[src/sv/rtu_pkg.sv]
// Rectangle transform unit: shared types, codes and constants.
// No dependencies; imported by the interfaces and all rtu modules.
package rtu_pkg;

    localparam logic [2:0] ACT_LOAD    = 3'd0;
    localparam logic [2:0] ACT_MOVE    = 3'd1;
    localparam logic [2:0] ACT_MOVE_TO = 3'd2;
    localparam logic [2:0] ACT_SCALE   = 3'd3;
    localparam logic [2:0] ACT_ROTATE  = 3'd4;

    localparam logic [1:0] ST_OK    = 2'd0;
    localparam logic [1:0] ST_BAD_W = 2'd1;
    localparam logic [1:0] ST_BAD_H = 2'd2;
    localparam logic [1:0] ST_BAD_F = 2'd3;

    localparam logic signed [25:0] DEG_FULL    = 26'sd23592960;
    localparam logic signed [25:0] DEG_HALF    = 26'sd11796480;
    localparam logic signed [25:0] DEG_QUARTER = 26'sd5898240;
    localparam logic signed [25:0] DEG_3QUART  = 26'sd17694720;

    localparam logic signed [33:0] GAIN_Q30 = 34'sd652032874;
    localparam logic [5:0]         ROOT_TOP = 6'd32;

    typedef struct packed {
        logic [2:0]         action;
        logic signed [31:0] span_x;
        logic signed [31:0] span_y;
        logic signed [31:0] coord_x;
        logic signed [31:0] coord_y;
        logic signed [23:0] factor;
        logic signed [25:0] turn_degrees;
    } t_item;

    typedef struct packed {
        logic [1:0]         status;
        logic [31:0]        box_width;
        logic [31:0]        box_height;
        logic signed [31:0] centre_x;
        logic signed [31:0] centre_y;
        logic [47:0]        area;
    } t_res;

    typedef struct packed {
        logic       capture;
        logic       simple;
        logic       ang_mod;
        logic       ang_fold;
        logic       cordic_step;
        logic [4:0] idx;
        logic       trig;
        logic       mul;
        logic [1:0] phase;
        logic [2:0] sel;
        logic       commit;
        logic       sq;
        logic [1:0] sq_sel;
        logic       root_init;
        logic       root_step;
        logic [5:0] root_bit;
        logic       area_mul;
        logic       finish;
    } t_cmd;

    typedef struct packed {
        logic [2:0] action;
        logic       err;
        logic       out_busy;
    } t_stat;

    // arctan(2^-i) in degrees, Q16.16
    function automatic logic [21:0] atan_deg(input logic [4:0] i);
        logic [21:0] v;
        unique case (i)
            5'd0:  v = 22'd2949120;
            5'd1:  v = 22'd1740967;
            5'd2:  v = 22'd919879;
            5'd3:  v = 22'd466945;
            5'd4:  v = 22'd234379;
            5'd5:  v = 22'd117304;
            5'd6:  v = 22'd58666;
            5'd7:  v = 22'd29335;
            5'd8:  v = 22'd14668;
            5'd9:  v = 22'd7334;
            5'd10: v = 22'd3667;
            5'd11: v = 22'd1833;
            5'd12: v = 22'd917;
            5'd13: v = 22'd458;
            5'd14: v = 22'd229;
            5'd15: v = 22'd115;
            5'd16: v = 22'd57;
            5'd17: v = 22'd29;
            5'd18: v = 22'd14;
            5'd19: v = 22'd7;
            5'd20: v = 22'd4;
            5'd21: v = 22'd2;
            5'd22: v = 22'd1;
            default: v = 22'd0;
        endcase
        return v;
    endfunction

endpackage

[src/sv/rtu_ctrl.sv]
// Rectangle transform unit: sequencing state machine and step counters.
// Depends on rtu_pkg; drives rtu_dp through t_cmd.
module rtu_ctrl import rtu_pkg::*; #(
    parameter int CORDIC_STEPS = 16
) (
    input  logic  i_clk,
    input  logic  i_rst_n,
    input  logic  i_in_valid,
    output logic  o_in_ready,
    input  t_stat i_stat,
    output t_cmd  o_cmd
);

    localparam int         N_STEPS = (CORDIC_STEPS > 32) ? 32 : CORDIC_STEPS;
    localparam logic [4:0] LAST    = 5'(N_STEPS - 1);

    typedef enum logic [12:0] {
        S_IDLE   = 13'b0000000000001,
        S_DISP   = 13'b0000000000010,
        S_AMOD   = 13'b0000000000100,
        S_AFOLD  = 13'b0000000001000,
        S_CORD   = 13'b0000000010000,
        S_TRIG   = 13'b0000000100000,
        S_MUL    = 13'b0000001000000,
        S_COMMIT = 13'b0000010000000,
        S_SQ     = 13'b0000100000000,
        S_RINIT  = 13'b0001000000000,
        S_ROOT   = 13'b0010000000000,
        S_AMUL   = 13'b0100000000000,
        S_DONE   = 13'b1000000000000
    } t_state;

    t_state     r_state, n_state;
    logic [5:0] r_cnt, n_cnt;
    logic [1:0] r_ph, n_ph;

    always_ff @(posedge i_clk) begin
        if (!i_rst_n) begin
            r_state <= S_IDLE;
            r_cnt   <= '0;
            r_ph    <= '0;
        end else begin
            r_state <= n_state;
            r_cnt   <= n_cnt;
            r_ph    <= n_ph;
        end
    end

    assign o_in_ready = (r_state == S_IDLE);

    always_comb begin
        o_cmd   = '0;
        n_state = r_state;
        n_cnt   = r_cnt;
        n_ph    = r_ph;
        o_cmd.idx      = r_cnt[4:0];
        o_cmd.sel      = r_cnt[2:0];
        o_cmd.phase    = r_ph;
        o_cmd.sq_sel   = r_cnt[1:0];
        o_cmd.root_bit = r_cnt;
        unique case (r_state)
            S_IDLE: begin
                if (i_in_valid) begin
                    o_cmd.capture = 1'b1;
                    n_state = S_DISP;
                end
            end
            S_DISP: begin
                n_cnt = '0;
                n_ph  = '0;
                if (i_stat.err) begin
                    n_state = S_SQ;
                end else begin
                    unique case (i_stat.action)
                        ACT_LOAD, ACT_MOVE, ACT_MOVE_TO: begin
                            o_cmd.simple = 1'b1;
                            n_state = S_SQ;
                        end
                        ACT_SCALE:  n_state = S_MUL;
                        ACT_ROTATE: n_state = S_AMOD;
                        default:    n_state = S_SQ;
                    endcase
                end
            end
            S_AMOD: begin
                o_cmd.ang_mod = 1'b1;
                n_state = S_AFOLD;
            end
            S_AFOLD: begin
                o_cmd.ang_fold = 1'b1;
                n_cnt = '0;
                n_state = S_CORD;
            end
            S_CORD: begin
                o_cmd.cordic_step = 1'b1;
                if (r_cnt[4:0] == LAST) begin
                    n_state = S_TRIG;
                end else begin
                    n_cnt = r_cnt + 6'd1;
                end
            end
            S_TRIG: begin
                o_cmd.trig = 1'b1;
                n_cnt = '0;
                n_ph  = '0;
                n_state = S_MUL;
            end
            S_MUL: begin
                o_cmd.mul = 1'b1;
                if (r_ph == 2'd2) begin
                    n_ph = '0;
                    if (r_cnt[2:0] == 3'd7) begin
                        n_state = S_COMMIT;
                    end else begin
                        n_cnt = r_cnt + 6'd1;
                    end
                end else begin
                    n_ph = r_ph + 2'd1;
                end
            end
            S_COMMIT: begin
                o_cmd.commit = 1'b1;
                n_cnt = '0;
                n_state = S_SQ;
            end
            S_SQ: begin
                o_cmd.sq = 1'b1;
                if (r_cnt[1:0] == 2'd3) begin
                    n_state = S_RINIT;
                end else begin
                    n_cnt = r_cnt + 6'd1;
                end
            end
            S_RINIT: begin
                o_cmd.root_init = 1'b1;
                n_cnt = ROOT_TOP;
                n_state = S_ROOT;
            end
            S_ROOT: begin
                o_cmd.root_step = 1'b1;
                if (r_cnt == '0) begin
                    n_state = S_AMUL;
                end else begin
                    n_cnt = r_cnt - 6'd1;
                end
            end
            S_AMUL: begin
                o_cmd.area_mul = 1'b1;
                n_state = S_DONE;
            end
            S_DONE: begin
                if (!i_stat.out_busy) begin
                    o_cmd.finish = 1'b1;
                    n_state = S_IDLE;
                end
            end
            default: n_state = S_IDLE;
        endcase
    end

endmodule

[config.mk]
export PLATFORM = sky130hd
export DESIGN_NAME = rtu_ctrl
export DESIGN_NICKNAME = d
export VERILOG_FILES = /design/src/sv/rtu_pkg.sv /design/src/sv/rtu_ctrl.sv
export SDC_FILE = /design/constraint.sdc
export NUM_CORES = 1
export LEC_CHECK = 0
export BUFFER_PORTS_ARGS = -buffer_cell sky130_fd_sc_hd__clkbuf_2
export CORE_UTILIZATION = 45
export DETAILED_ROUTE_END_ITERATION = 12
export PLACE_DENSITY = 0.72
export SLEW_MARGIN = 20
export SYNTH_ARGS = -nofsm -noshare
export SYNTH_HDL_FRONTEND = slang
export SYNTH_SLANG_ARGS = --single-unit
[constraint.sdc]
create_clock -name i_clk -period 2.75 [get_ports i_clk]
set_input_delay 0.55 -clock i_clk [delete_from_list [all_inputs] [get_ports i_clk]]
set_output_delay 0.55 -clock i_clk [all_outputs]
set_load 0.01 [all_outputs]
==> metrics.md <==
| Metric | Value |
|---|---|
| Tot GR Track Use | 0.239 |
| Initial Util | 0.471 |
| Post-synthesis sequential area ratio | 0.268 |
| Most used cell, CP | or4_4 |
| Die area | 3730 sq um |
| Crit path max-delay family | simple AND/OR/NAND/NOR gates |
| DRC | 0 |
| Setup TNS | -0.0365 ns |
| Remaining global-route overflow | 0 |
| Clk sinks | 21 |
| Pin count of the biggest net entering global routing | 15 |
| Max_slew headroom | 0.614 |
| Critical Path RT | between 2 and 3 ns |
| Unique masters post-synth | 59 |
| CTS tree | done |
| Core ar. | 3340 sq um |
| Yosys reg bits | 21 |
| Io pins | 40 |
| Maximum clock frequency | approximately 0.36 GHz |
| Initial antenna violation count | 0 |
| Dpl cell area | 1850 sq um |
| Crit path buf inv count | 1 |
| CP startpoint kind | flop |
| FP Rows | 21 |
| Arr. time, crit path | 2.99 ns |
| Die X | 61.1 um |
| Die Y | between 60 and 70 um |
| Pwr dens | between 300 and 400 nW/um^2 |
| Vias in the first global route | 1353 |
| Leak | 0.860 nW |
| First-pass GRT wire length | 6.52 mm |
| Fin worst setup slack | -0.0349 ns |
| Final #Nets | 254 |
| Post-synthesis cell count | 192 |
| Clock latency on the worst-skew pair | 0.33 ns |
| Initial DRC Count | 104 |
| Crit Path Max Fanout | 4 |
| Syn. warnings | 0 |
| Final GP Congestion | 0.977 |
| CTS max path bufs | 2 |
| Mean post-synth cell area | 8.18 sq um |
| TritonCTS buffer count | 3 |
| Hold Vio Cnt, Final | 0 |
| Outcome | finished with violations |
| Fin crit share | 1.01 |
| Post-synthesis cell area | 1570 sq um |
| Worst Hold Class | primary input to flop |
| Number of enable flip-flop cells after synthesis | 0 |
| Maximum vdd drop | 0.000289 V |
| Final setup violation count | 2 |
| Worst path slowest cell | or4_4 |
| Critical path class | flop to flop |
| Layout cells sized above 1 | 0.407 |
| Final Critical Period | 2.78 ns |
| Max-cap violations | 0 |
| Clock Pin Slew Worst Setup and Hold Paths | 0.13 ns |
| Routed vias | approximately 1600 |
| Drt first pass iters | 4 |
| Core Util, Final | 0.591 |
| Area delta synth->final | 25.6% |
| RSZ-0062 raised after global routing | true |
| Total power | 728 uW |
| Slew Viols, Final | 0 |
| Actual slew at the worst max-slew pin | 0.573 ns |
| CP max stage delay | ~0.62 ns |
| DP HPWL | 3.18 mm |
| Crit path cell chain | or4_4 -> or4_4 -> inv_8 -> ha_4 -> nand2_1 -> mux2_4 -> a211oi_2 -> a311oi_2 -> o311a_1 |
| Top_reg_cell synth | dfxtp_1 |
| Post-synthesis net count | 204 |
| Worst setup EP type | flop |
| Design Area, Final | 1970 sq um |
| Ys async rst share | 0 |
| Post-Route WL | 4.22 mm |
| IO buf count | 39 |
| Failing checks | setup timing |
| Clk_skew | 0.0186 ns |
| N_diodes | 0 |
| WL/cell | 14.7 um |
| Number of nets with antenna violations after routing | 0 |
| H-tree Lvls | 1 |
| Hold Slack | 0.420 ns |
| Root buffer cell | clkbuf_4 |
| Drt via density | 5.66 |
-- stage by stage --
step | instances | setup WS [ns]
finish | 287 | -0.0349
global placement | 278 | 0.0932
detailed placement | 278 | 0.0524
floorplan | 192 | -0.0382
CTS | 282 | 0.00909
global route | 287 | -0.104
-- worst paths after layout --
check                                from                       to  slack (ns)  cells past startpoint
hold reg to reg      r_ph[0]$_SDFFE_PN0P_     r_ph[0]$_SDFFE_PN0P_        0.57                      2
hold / removal                  i_stat[1]  r_state[2]$_SDFFE_PN0P_        0.42                      2
setup / recovery  r_state[0]$_SDFFE_PN1P_    r_cnt[5]$_SDFFE_PN0P_       -0.03                      9
setup reg to reg  r_state[0]$_SDFFE_PN1P_    r_cnt[5]$_SDFFE_PN0P_       -0.03                      9
-- layout make-up --
class | instances | area [sq um]
repair buffers | 61 | 370
well taps | 46 | 57.6
inverters | 13 | 56.3
fillers | 336 | 1360
clock buffers | 3 | 22.5
clock inverters | 1 | 5.00
flip-flops and latches | 21 | 425
multi-input cells | 142 | 1040
-- synthesized netlist by cell type (3+ instances only) --
| cell | count | area, sq um |
|---|---|---|
| a21oi_1 | 13 | 65.1 |
| buf_4 | 11 | 82.6 |
| dfxtp_1 | 21 | 420 |
| ha_1 | 4 | 50.1 |
| inv_1 | 11 | 41.3 |
| nand2_1 | 9 | 33.8 |
| nand4_1 | 6 | 37.5 |
| nor2_1 | 23 | 86.3 |
| nor3_1 | 5 | 25.0 |
| nor4_1 | 9 | 56.3 |
| nor4b_1 | 3 | 26.3 |
| o21ai_0 | 6 | 30.0 |
| or4_4 | 3 | 33.8 |
| or4b_2 | 6 | 60.1 |
| xnor2_1 | 5 | 43.8 |
-- state kept, by name (all words and copies together) (netlist names) --
| signal | flops |
|---|---|
| r_cnt | 6 |
| r_state | 13 |
| r_ph | 2 |
-- power breakdown --
part | switching, mW | total (mW) | internal (mW)
Combinational | 0.129 | 0.232 | 0.102
Clock | 0.102 | 0.157 | 0.0545
Sequential | 0.0186 | 0.339 | 0.321
Total | 0.250 | 0.728 | 0.478
-- logic make-up after synthesis --
logic type / after synthesis / share of synthesized area
AND/OR/NAND/NOR: 89 / 0.355
multiplexers: 1 / 0.00717
XOR/XNOR: 6 / 0.0334
AO/OA/AOI/OAI: 42 / 0.188
buffers and inverters: 29 / 0.117
flip-flops: 21 / 0.268
adder cells (fa/ha/maj): 4 / 0.0318
-- layout by cell type, fill, tap and decap left out, types with 3 or more instances in the layout --
master | netlist | final
clkbuf_2 | 0 | 38
nor2_1 | 23 | 23
buf_4 | 11 | 21
dfxtp_1 | 21 | 19
a21oi_1 | 13 | 12
inv_1 | 11 | 10
nand2_1 | 9 | 9
nor4_1 | 9 | 7
or4b_2 | 6 | 6
nand4_1 | 6 | 6
o21ai_0 | 6 | 5
nor3_1 | 5 | 4
xnor2_1 | 5 | 4
or4_4 | 3 | 3
nor4_2 | 1 | 3
nor4b_1 | 3 | 3
clkbuf_4 | 1 | 3
-- routing by layer --
metal,track usage,share of wire,vias up
met5,0,0,-
met3,0.0609,0.081,9
met4,0.0942,0.015,0
li1,-,-,818
met1,0.342,0.45,736
met2,0.342,0.45,62
-- timing repair --
action | in CTS | in global routing
hold buffers | 0 | 0
pin swaps | 0 | 5
resized for setup | 1 | 15
cloned | 0 | 0
setup buffers | 0 | 5
setup endpoints to repair | 1 | 11
Power figures use the tool's default switching activity.
